==> config.mk <==
export PLATFORM = sky130hd
export DESIGN_NAME = nhlfu_scan
export DESIGN_NICKNAME = d
export VERILOG_FILES = /design/src/hw/rtl/assert_macros.svh /design/src/hw/rtl/nhlfu_pkg.sv /design/src/hw/rtl/nhlfu_scan.sv
export SDC_FILE = /design/constraint.sdc
export NUM_CORES = 1
export LEC_CHECK = 0
export ABC_AREA = 1
export CORE_AREA = 4 4 97 63
export DETAILED_ROUTE_END_ITERATION = 16
export DIE_AREA = 0 0 101 67
export DONT_BUFFER_PORTS = 1
export PLACE_DENSITY = 0.43
export SYNTH_ARGS = -nofsm -noshare
export SYNTH_HDL_FRONTEND = slang
export SYNTH_SLANG_ARGS = --single-unit
==> constraint.sdc <==
create_clock -name vclk -period 1.56
set_input_delay 0.156 -clock vclk [all_inputs]
set_output_delay 0.156 -clock vclk [all_outputs]
set_load 0.005 [all_outputs]
==> src/hw/rtl/assert_macros.svh <==
// ----------------------------------------------------------------------------
// Assertion macros
// Shared concurrent assertion helpers; they compile to nothing in synthesis.
// ----------------------------------------------------------------------------
`ifndef ASSERT_MACROS_SVH
`define ASSERT_MACROS_SVH

`ifndef SYNTHESIS
`define ASSERT_SAME(name, clk, rst, ante, cons) \
   name: assert property (@(posedge clk) disable iff (rst) (ante) |-> (cons)) \
      else $error("assertion failed");
`define ASSERT_NEXT(name, clk, rst, ante, cons) \
   name: assert property (@(posedge clk) disable iff (rst) (ante) |=> (cons)) \
      else $error("assertion failed");
`else
`define ASSERT_SAME(name, clk, rst, ante, cons)
`define ASSERT_NEXT(name, clk, rst, ante, cons)
`endif

`endif

==> src/hw/rtl/nhlfu_pkg.sv <==
// ----------------------------------------------------------------------------
// nhlfu_pkg
// Types, constants and helpers of the N-hit admission LFU cache.
// ----------------------------------------------------------------------------
package nhlfu_pkg;

   localparam int ADDR_BITS   = 10;
   localparam int CAPACITY    = 16;
   localparam int COUNT_BITS  = 16;

   localparam int ADDR_DEPTH  = 1 << ADDR_BITS;
   localparam int IDX_BITS    = (CAPACITY > 1) ? $clog2(CAPACITY) : 1;
   localparam int USED_BITS   = $clog2(CAPACITY + 1);
   localparam int ORDER_BITS  = 32;
   localparam int TALLY_BITS  = 32;
   localparam int STAMP_BITS  = 48;
   localparam int PORT_ADDR_BITS = 10;
   localparam int CAPREG_BITS = 5;
   localparam int THR_BITS    = 16;
   localparam int CSR_IDX_BITS = 2;

   localparam logic [COUNT_BITS-1:0] COUNT_MAX = '1;

   // Configuration register indexes.
   typedef enum logic [CSR_IDX_BITS-1:0] {
      CSR_CAPACITY     = 2'd0,
      CSR_THRESHOLD    = 2'd1,
      CSR_WINDOW_START = 2'd2,
      CSR_WINDOW_END   = 2'd3
   } csr_index_type;

   typedef enum logic [3:0] {
      S_CLEAR,
      S_IDLE,
      S_WINDOW,
      S_LOOKUP,
      S_DECIDE,
      S_VICTIM,
      S_EVICT,
      S_INSERT,
      S_DONE
   } state_type;

   typedef struct packed {
      logic                  valid;
      logic [ADDR_BITS-1:0]  tag;
      logic [COUNT_BITS-1:0] count;
      logic [ORDER_BITS-1:0] order;
   } entry_type;

   typedef struct packed {
      logic                en;
      logic [IDX_BITS-1:0] idx;
      entry_type           entry;
   } entry_wr_type;

   typedef struct packed {
      logic match;
      logic better;
   } scan_type;

   function automatic logic [COUNT_BITS-1:0] sat_inc(input logic [COUNT_BITS-1:0] v);
      return (v == COUNT_MAX) ? v : v + 1'b1;
   endfunction

endpackage

==> src/hw/rtl/nhlfu_scan.sv <==
// ----------------------------------------------------------------------------
// nhlfu_scan
// Shared compare unit: checks one entry per cycle for a tag match and for
// being a better eviction candidate than the best one found so far.
// ----------------------------------------------------------------------------
module nhlfu_scan
   import nhlfu_pkg::*;
(
   input  entry_type             cur,
   input  logic [ADDR_BITS-1:0]  addr,
   input  logic                  best_found,
   input  logic [COUNT_BITS-1:0] best_count,
   input  logic [ORDER_BITS-1:0] best_order,
   output scan_type              result
);

   logic count_lt;
   logic count_eq;
   logic order_lt;

   assign count_lt = cur.count < best_count;
   assign count_eq = cur.count == best_count;
   assign order_lt = cur.order < best_order;

   always_comb begin
      result.match  = cur.valid && (cur.tag == addr);
      // Lowest count wins, and among equal counts the earliest insertion.
      result.better = cur.valid &&
                      (!best_found || count_lt || (count_eq && order_lt));
   end

endmodule

Word-level counts from Yosys, hierarchy flattened
Cells that the tools add are included.

Order comparisons: 2. Multipliers: 0. Eq/ne operators: 2. Shift operators: 0. Muxes and demuxes: 0. Divide/modulo/power cells: 0. Add/sub/neg operators: 0. Bitwise logic cells: 0. Reduce and logical (&&, ||, !) cells: 6.

Operator list (count): $lt 32x32->1 (1); $eq 16x16->1 (1); $lt 16x16->1 (1); $eq 10x10->1 (1); $logic_and 1x1->1 (3); $logic_or 1x1->1 (2); $logic_not 1->1 (1).

Bits in latches: 0. Output and inout bits: 2. RAM bits: 0. Logic and storage cells: 10. Input bits: 118. Bits in read-only memories: 0. Bits in registers: 0. Memories kept: 0.

Logic depth before layout (Yosys ltp)
Word-level depth: 4. Mapped depth: 13. Gate-level depth less buffers: 13.

Worst setup path before layout
Ideal clock, no wire load.

Path type: input port to output port. From: in best_count[7]. To: out result[0] (netlist name). Slack: 285 ps. Stages: 10. Data required time: 1404 ps. Data arrival time: 1119 ps. Path buffers: 0. Cells stage by stage: inv_1 -> ha_1 -> nand2_1 -> nor2_2 -> nand3_1 -> nor2_1 -> nand3_1 -> nor2_1 -> nand2_1 -> a21oi_2.

RTL lines: start, declared (RTL line nhlfu_scan.sv:12) `input logic [COUNT_BITS-1:0] best_count,`; end, declared (RTL line nhlfu_scan.sv:14) `output scan_type result`.

==> metrics.txt <==
status finished, final reports clean; Yosys top cell area share 42.92%; total negative slack 0 ns; share of cells above drive strength 1 4.072%; post_cts resized 0; Port Buffers 0; First DRT Iteration DRCs 40; Crit path depth 10; Syn Nets 386; startpoint type of the worst setup path input pin; Area contributors post-synth ha_1 43%, inv_1 17%, nand2_1 10%; Crit path max-delay family simple AND/OR/NAND/NOR gates; Crit Path Category in -> out; Slowest Stage Delay on Critical Path 0.28 ns; worst-margin pin slew 0.2534 ns; Hold Fails Final Rpt 0; unrepaired setup endpoints after global routing false; P per Cell Area 201.9 nW/um^2; overall die width 101 um; Max-Cap Viols 0; total die area 6767 um^2; Clock Buffer Count 0; I/O Pins 120; first-pass GRT wire length 4871 um; Sequential Area 0 um^2; Seq cells 0; total grt overflow 0; Ys Warns 0; vias post-DR 1226; post-synthesis cell type count 21; PnR worst setup slack 0.1344 ns; Final Cell Area 1456 um^2; Hold Startpoint cur[58]; Critical-path top delay cell ha_1; Area Overhead vs Synth 6.302%; Peak supply drop 0.05938 mV; critical path data required time 1.40 ns; drc violations 0; Final HPWL DP 3207 um; headroom to the max-slew limit 82.97%; CP bufs+invs 1; fillers 607; # hold bufs at CTS 0; largest net degree at the start of global routing 4; hold path cells 2; Seq/Total Area, Yosys 0%; static leakage 0.9095 nW; critical path peak fanout 2; Endpoint, Worst Hold result[0]; vias per inst 4.228; num rows 21; post-route minimum period 1.426 ns; commonest cells after routing, fill and taps aside 62 x inv_1, 47 x ha_1, 37 x nand2_1, 24 x a21oi_1, 11 x nor2_1; global-route usage over all layers 8.558%; Cell Area, Synth 1370 um^2; Die Ht 67 um; CP Capture Type output pin; Setup Viol. Count Final 0; diodes inserted 0; final period utilization 91.39%; Cells after Synth 221; Setup Slack @ Placement 0.1190 ns; initial antenna violation count 0; routed len/inst 11.30 um; Core Box Area 5281 um^2; first-pass detailed-route iteration total 4; Routed Antenna Nets 0; vias in the first global route 1167; Synth Area per Inst 6.199 um^2; Worst EP arrival 1.27 ns; DRT Wirelength 3277 um; Hold WC Path Type in -> out; Nets 388; Final Max Slew Viols 0; Starting Density 25.94%; Post-CTS Setup Bufs 0; CP Cell Sequence inv_1 -> ha_1 -> nand2_1 -> nor2_2 -> nand3_1 -> nor2_1 -> nand3_1 -> nor2_1 -> nand2_1 -> a21oi_2; cell taking the most area after synthesis ha_1; Placer Congestion 0.7603; commonest non-fill, non-tap cell in the layout inv_1; Fmax 701.4 MHz; placed cell area 1456 um^2
[final cells by class]
| type | instances | area, um^2 | area share (%) |
|---|---|---|---|
| Multi-Input combinational cell | 155 | 1122 | 77.06 |
| Inverter | 66 | 247.7 | 17.01 |
| Tap cell | 69 | 86.33 | 5.928 |
[routing by layer]
layer | routed length, um | share of wire, % | GRT usage [%] | vias to the layer above
met5 | 0 | 0 | 0 | -
met4 | 0 | 0 | 0 | 0
met3 | 201 | 6.1 | 1.151 | 0
met2 | 1365 | 42 | 13.44 | 47
met1 | 1710 | 52 | 13.00 | 468
li1 | - | - | - | 711
[kinds of logic after synthesis]
group,synth area share (%)
fa+ha+maj,42.92
xor+xnor,1.918
simple gates,19.54
compound gates,17.54
buf+inv,18.08
[per-stage QoR]
step / util [%] / hold slack [ns] / power [W] / std cells
after floorplan: - / 0.4060 / 0.0002439 / 221
after global placement: 27.58 / 0.4275 / 0.0003039 / 290
after detailed placement: 27.58 / 0.4220 / 0.0002986 / 290
after CTS: 27.58 / 0.4220 / 0.0003014 / 290
after global routing: 27.58 / 0.4331 / 0.0003632 / 290
final: 27.58 / 0.4208 / 0.0002941 / 290
[power breakdown]
group | total [W] | leakage, nW | internal, W | switching, W
clock | 0 | 0 | 0 | 0
sequential | 0 | 0 | 0 | 0
combinational | 0.000294 | 0.909 | 0.000133 | 0.000161
total | 0.000294 | 0.909 | 0.000133 | 0.000161
[synthesized netlist by cell type, drive strengths merged]
master and instances:
o21ai 6, nor2 13, o211ai 1, ha 47
o21a 2, o22ai 3, a21boi 1, nand2 37
nor3 3, nand4 2, nor4 1, a22o 2
a31oi 1, a21oi 26, nand3 7, inv 66
xor2 3
[worst max path at each step]
stage / from / to / slack [ns]
finish: best_count[7] / result[0] / 0.13
global route: best_order[31] / result[0] / 0.009
floorplan: best_count[7] / result[0] / 0.29
CTS: best_count[7] / result[0] / 0.11
global placement: best_count[7] / result[0] / 0.1
detailed placement: best_count[7] / result[0] / 0.12
(Power assumes the default switching activity.)
