[config.mk]
export PLATFORM = sky130hd
export DESIGN_NAME = nhlfu_entries
export DESIGN_NICKNAME = d
export VERILOG_FILES = /design/src/hw/rtl/assert_macros.svh /design/src/hw/rtl/nhlfu_pkg.sv /design/src/hw/rtl/nhlfu_entries.sv
export SDC_FILE = /design/constraint.sdc
export NUM_CORES = 1
export LEC_CHECK = 0
export BUFFER_PORTS_ARGS = -buffer_cell sky130_fd_sc_hd__buf_4
export CORE_MARGIN = 2
export CORE_UTILIZATION = 55
export CTS_BUF_LIST = sky130_fd_sc_hd__clkbuf_16
export DETAILED_ROUTE_END_ITERATION = 6
export HOLD_SLACK_MARGIN = 0.05
export PLACE_DENSITY = 0.69
export SYNTH_ARGS = -nofsm -noshare
export SYNTH_HDL_FRONTEND = slang
export SYNTH_SLANG_ARGS = --single-unit
[constraint.sdc]
create_clock -name clock -period 4.4 [get_ports clock]
set_clock_uncertainty 0.1 [all_clocks]
set_input_delay 0.22 -clock clock [delete_from_list [all_inputs] [get_ports clock]]
set_output_delay 0.22 -clock clock [all_outputs]
set_load 0.01 [all_outputs]
[src/hw/rtl/assert_macros.svh]
// ----------------------------------------------------------------------------
// Assertion macros
// Shared concurrent assertion helpers; they compile to nothing in synthesis.
// ----------------------------------------------------------------------------
`ifndef ASSERT_MACROS_SVH
`define ASSERT_MACROS_SVH

`ifndef SYNTHESIS
`define ASSERT_SAME(name, clk, rst, ante, cons) \
   name: assert property (@(posedge clk) disable iff (rst) (ante) |-> (cons)) \
      else $error("assertion failed");
`define ASSERT_NEXT(name, clk, rst, ante, cons) \
   name: assert property (@(posedge clk) disable iff (rst) (ante) |=> (cons)) \
      else $error("assertion failed");
`else
`define ASSERT_SAME(name, clk, rst, ante, cons)
`define ASSERT_NEXT(name, clk, rst, ante, cons)
`endif

`endif

[src/hw/rtl/nhlfu_pkg.sv]
// ----------------------------------------------------------------------------
// nhlfu_pkg
// Types, constants and helpers of the N-hit admission LFU cache.
// ----------------------------------------------------------------------------
package nhlfu_pkg;

   localparam int ADDR_BITS   = 10;
   localparam int CAPACITY    = 16;
   localparam int COUNT_BITS  = 16;

   localparam int ADDR_DEPTH  = 1 << ADDR_BITS;
   localparam int IDX_BITS    = (CAPACITY > 1) ? $clog2(CAPACITY) : 1;
   localparam int USED_BITS   = $clog2(CAPACITY + 1);
   localparam int ORDER_BITS  = 32;
   localparam int TALLY_BITS  = 32;
   localparam int STAMP_BITS  = 48;
   localparam int PORT_ADDR_BITS = 10;
   localparam int CAPREG_BITS = 5;
   localparam int THR_BITS    = 16;
   localparam int CSR_IDX_BITS = 2;

   localparam logic [COUNT_BITS-1:0] COUNT_MAX = '1;

   // Configuration register indexes.
   typedef enum logic [CSR_IDX_BITS-1:0] {
      CSR_CAPACITY     = 2'd0,
      CSR_THRESHOLD    = 2'd1,
      CSR_WINDOW_START = 2'd2,
      CSR_WINDOW_END   = 2'd3
   } csr_index_type;

   typedef enum logic [3:0] {
      S_CLEAR,
      S_IDLE,
      S_WINDOW,
      S_LOOKUP,
      S_DECIDE,
      S_VICTIM,
      S_EVICT,
      S_INSERT,
      S_DONE
   } state_type;

   typedef struct packed {
      logic                  valid;
      logic [ADDR_BITS-1:0]  tag;
      logic [COUNT_BITS-1:0] count;
      logic [ORDER_BITS-1:0] order;
   } entry_type;

   typedef struct packed {
      logic                en;
      logic [IDX_BITS-1:0] idx;
      entry_type           entry;
   } entry_wr_type;

   typedef struct packed {
      logic match;
      logic better;
   } scan_type;

   function automatic logic [COUNT_BITS-1:0] sat_inc(input logic [COUNT_BITS-1:0] v);
      return (v == COUNT_MAX) ? v : v + 1'b1;
   endfunction

endpackage

[src/hw/rtl/nhlfu_entries.sv]
// ----------------------------------------------------------------------------
// nhlfu_entries
// Cache entry table: valid bits plus tag, count and insertion order per slot.
// ----------------------------------------------------------------------------
module nhlfu_entries
   import nhlfu_pkg::*;
(
   input  logic                clock,
   input  logic                reset,
   input  logic [IDX_BITS-1:0] rd_idx,
   output entry_type           rd_entry,
   input  entry_wr_type        wr
);

   logic [CAPACITY-1:0]   valid_ff;
   logic [ADDR_BITS-1:0]  tag_ff   [CAPACITY];
   logic [COUNT_BITS-1:0] count_ff [CAPACITY];
   logic [ORDER_BITS-1:0] order_ff [CAPACITY];

   always_ff @(posedge clock) begin
      if (reset) begin
         valid_ff <= '0;
      end else if (wr.en) begin
         valid_ff[wr.idx] <= wr.entry.valid;
      end
   end

   always_ff @(posedge clock) begin
      if (wr.en) begin
         tag_ff[wr.idx]   <= wr.entry.tag;
         count_ff[wr.idx] <= wr.entry.count;
         order_ff[wr.idx] <= wr.entry.order;
      end
   end

   always_comb begin
      rd_entry.valid = valid_ff[rd_idx];
      rd_entry.tag   = tag_ff[rd_idx];
      rd_entry.count = count_ff[rd_idx];
      rd_entry.order = order_ff[rd_idx];
   end

endmodule

### Yosys cells after proc, flatten, opt, wreduce, memory -nomap -nowiden

Memories as Yosys holds them, arrays and structs flattened.
Cells that the tools add are included.

| word-level totals | value |
|---|---|
| register bits | 16 |
| bits in latches | 0 |
| bits in writable memories | 928 |
| ROM bits | 0 |
| bits of input ports | 70 |
| output and inout bits | 59 |
| logic and storage cells | 15 |
| memories | 3 |

Memory list:

| memory | words | width | rd ports | clocked after Yosys merged registers in | wr ports | line | source |
|---|---|---|---|---|---|---|---|
| order_ff | 16 | 32 | 1 | 0 | 1 | nhlfu_entries.sv:18 | `logic [ORDER_BITS-1:0] order_ff [CAPACITY];` |
| count_ff | 16 | 16 | 1 | 0 | 1 | nhlfu_entries.sv:17 | `logic [COUNT_BITS-1:0] count_ff [CAPACITY];` |
| tag_ff | 16 | 10 | 1 | 0 | 1 | nhlfu_entries.sv:16 | `logic [ADDR_BITS-1:0] tag_ff [CAPACITY];` |

| cells by class | value |
|---|---|
| add/sub/neg operators | 0 |
| $mul | 0 |
| divide/modulo/power cells | 0 |
| order comparisons | 3 |
| equal/unequal tests | 0 |
| shift-type cells | 0 |
| multiplexer cells | 7 |
| bitwise logic cells | 0 |
| reductions and logical operators | 1 |

Operator list:

| kind | number |
|---|---|
| bitwise mux 16 bit | 1 |
| less-than comparator 4 x 5 -> 1 bit (second input constant) | 2 |
| binary-select mux 1 bit (select 4 bit) | 1 |
| demux 1 bit (select 4 bit) | 1 |
| >= comparator 4 x 1 -> 1 bit (second input constant) | 1 |
| 2-to-1 mux 1 bit | 4 |
| logical AND 1 bit | 1 |

### Longest topological paths before layout

| depth | value |
|---|---|
| depth in word-level cells | 5 |
| mapped depth | 6 |
| mapped depth without buffers | 3 |

### Least setup slack after synthesis

OpenSTA, ideal clock, no wires.

| timing | value |
|---|---|
| kind | input -> register |
| start point | input port wr[60] (netlist bit) |
| end point | memory count_ff[4][0] (enable) |
| setup time | 474 ps |
| data arrival time | 3,292 ps |
| data required time | 3,826 ps |
| path slack | 534 ps |
| stages on the path | 3 |
| path buffers | 1 |
| cell sequence | or3b_2 > clkbuf_1 > nor2_1 |

RTL lines:

| element | line | source |
|---|---|---|
| start: declaration | nhlfu_entries.sv:12 | `input entry_wr_type wr` |
| end: declaration | nhlfu_entries.sv:17 |  |

No word-level cell before the write port.

==> flow_metrics.py <==
metrics = {
    "run_status": {
        "status": "finished, final reports clean",
    },
    "layout": {
        "multi_input_area_mm2": 0.00699,
        "regArea_mm2": 0.0282,
        "num-fill-cells": 4130,
        "layout_common_cells": "edfxtp_1 (928), mux4_2 (236), buf_4 (155)",
        "drive_above_1_share_pct": 30.1,
        "area_growth_pct": 16.9,
        "final_common_cell": "edfxtp_1",
        "final_nets": 1846,
    },
    "global_route": {
        "antenna_found_initial": 3,
        "grt_max_degree": 69,
        "grt_usage_pct": 23.3,
        "grt.overflow.total": 0,
        "grt_pass1_wl_mm": 113,
        "grt_pass1_vias": 17600,
    },
    "synthesis": {
        "netlist_area_mm2": 0.0354,
        "synth.area.top_cells": "edfxtp_1 (79%), mux4_2 (15%), a22oi_1 (2.5%), dfxtp_1 (0.90%), nand2_1 (0.64%)",
        "synth_cell_type_count": 23,
        "synthCells": 1527,
        "seq_area_frac_synth_pct": 79.5,
        "syn-num-nets": 1597,
        "avgSynthCellArea_um2": 23.2,
        "yosys.area.top_type_share_pct": 78.6,
        "synth-seq-cells": 944,
        "synth.largest_area_cell": "edfxtp_1",
        "yosysWarningCount": 0,
    },
    "timing": {
        "fin_crit_ns": 2.74,
        "tns_ns": 0,
        "whs_ns": 0.307,
        "hold_violations": 0,
        "slew_violations": 0,
        "setup_viol_count_final": 0,
        "rsz0062_at_grt": "false",
        "clock.fmax_ghz": 0.364,
        "tightest_slew_ns": 1.17,
        "final.period_utilization_pct": 62.4,
        "relSlewSlack_pct": 22.0,
    },
    "cts": {
        "cts_sinks": 944,
        "cts.repair.resized": 0,
        "cts_hold_buf": 73,
        "clk_latency_ns": 0.64,
        "clock_path_buffers": 3,
        "cts.clk_slew.worst_paths_ns": 0.06,
        "cts_setup_buffers": 0,
        "htreeDepth": 3,
        "cts_root_buf": "clkbuf_16",
        "cts_buffers": 91,
        "cts_tree": "built",
    },
    "hold_path": {
        "holdCritPathClass": "input pin to flip-flop",
    },
    "routing": {
        "vias": 16800,
        "wl_per_cell_um": 28.0,
        "drcViolationCount": 0,
        "routed_via_density": 6.23,
        "wirelength_mm": 75.7,
        "drtIter0Drc": 1768,
        "drtPass1Iterations": 5,
        "ant_nets": 0,
    },
    "floorplanning": {
        "placementRows": 93,
        "start_util_pct": 55.3,
        "die-area_mm2": 0.0665,
        "boundaryPins": 129,
        "coreArea_mm2": 0.0641,
        "die_width_um": 258,
        "fp.dieH_um": 258,
    },
    "worst_setup_path": {
        "cp-start-kind": "input pin",
        "path_cells": "buf_8, buf_4, mux4_2, a22oi_1, nand2_1, buf_4",
        "critPathMaxFanout": 55,
        "cp-end-kind": "output pin",
        "cp_data_arrival_time_ns": 2.42,
        "critical-path-top-delay-family": "buffers and inverters",
        "crit_slowest_cell": "mux4_2",
        "max_stage_delay_ns": 0.56,
        "cp_num_buf_inv": 3,
        "criticalPathCategory": "input pin to output pin",
        "worst-endpoint-required_ns": 4.08,
        "cp_common_cell": "buf_4",
    },
    "pwr": {
        "p_per_area_mw_per_mm2": 457,
        "vdd_drop_max_mv": 0.257,
        "p_total_mw": 18.9,
        "power.leakage_nw": 13.3,
    },
    "run": {
        "cap_viol_max_count": 0,
    },
    "placement": {
        "io_buffers": 128,
        "post-dp-hpwl_mm": 36.1,
        "gp_congestion": 0.769,
    },
}
through the flow:
stage	std cells	setup WS [ns]	cell area, µm²	util, %
global route	2702	1.49	41400	64.6
finish	2702	1.66	41400	64.6
detailed placement	2465	1.62	37700	58.8
global placement	2465	1.64	37700	58.8
floorplan	1527	0.534	35400	-
CTS	2701	1.62	41400	64.6
per-layer routing:
layer  global-route usage [%]  wire length, µm
met5                        0               33
met1                     32.9            31000
met4                     6.28             1390
met3                     3.40             4870
met2                     38.7            38400
layout make-up:
| type | count | share of cell area, % |
|---|---|---|
| Clock buffer | 93 | 5.62 |
| Clock inverter | 70 | 1.59 |
| Multi-Input combinational cell | 496 | 16.9 |
| Antenna cell | 1 | 0.00604 |
| Sequential cell | 944 | 68.0 |
| Tap cell | 855 | 2.58 |
| Timing Repair Buffer | 243 | 5.27 |
worst paths after layout:
check	endpoint	cells after the start	slack, ns	startpoint
max	rd_entry[35]	6	1.66	rd_idx[0]
min	valid_ff[4]	3	0.31	reset
max reg2reg	valid_ff[0]	3	3.06	valid_ff[0]
min reg2reg	valid_ff[14]	2	0.38	valid_ff[14]
worst min-delay path: stages:
cell and delay (ns):
dlygate4sd3_1 0.52, buf_4 0.20, a21oi_1 0.05
Yosys cell counts:
master    instances
buf_1             4
mux4_2          236
or2_2             1
o21ai_0          16
and3_1            1
nand2_1          60
nor2_1           18
buf_2            32
a21oi_1          16
nor2b_1           4
edfxtp_1        928
or3b_2            1
a22oi_1         118
nand4_1           4
and2_1            1
nand2b_1          2
nand3b_1          2
clkbuf_1         46
buf_6             5
dfxtp_1          16
and3b_1           2
nand3_1          13
nor3b_1           1
flip-flops by register name, summed over array words and instances (netlist names):
name,count
order_ff,512
count_ff,256
tag_ff,160
valid_ff,16
where the power goes:
| group | switching, mW | internal, mW |
|---|---|---|
| registers | 0.0395 | 10.1 |
| clock network | 3.20 | 4.58 |
| logic | 0.585 | 0.468 |
kinds of logic (layout without fill, tap and decap cells):
group | count (synthesis) | in the layout | synth area share, %
mux | 236 | 236 | 15.0
simple gates | 110 | 110 | 1.38
other cells | 0 | 1 | 0
compound gates | 150 | 150 | 2.95
flops | 944 | 944 | 79.5
buf+inv | 87 | 406 | 1.14
No activity file was read; power rests on OpenSTA's default activity.
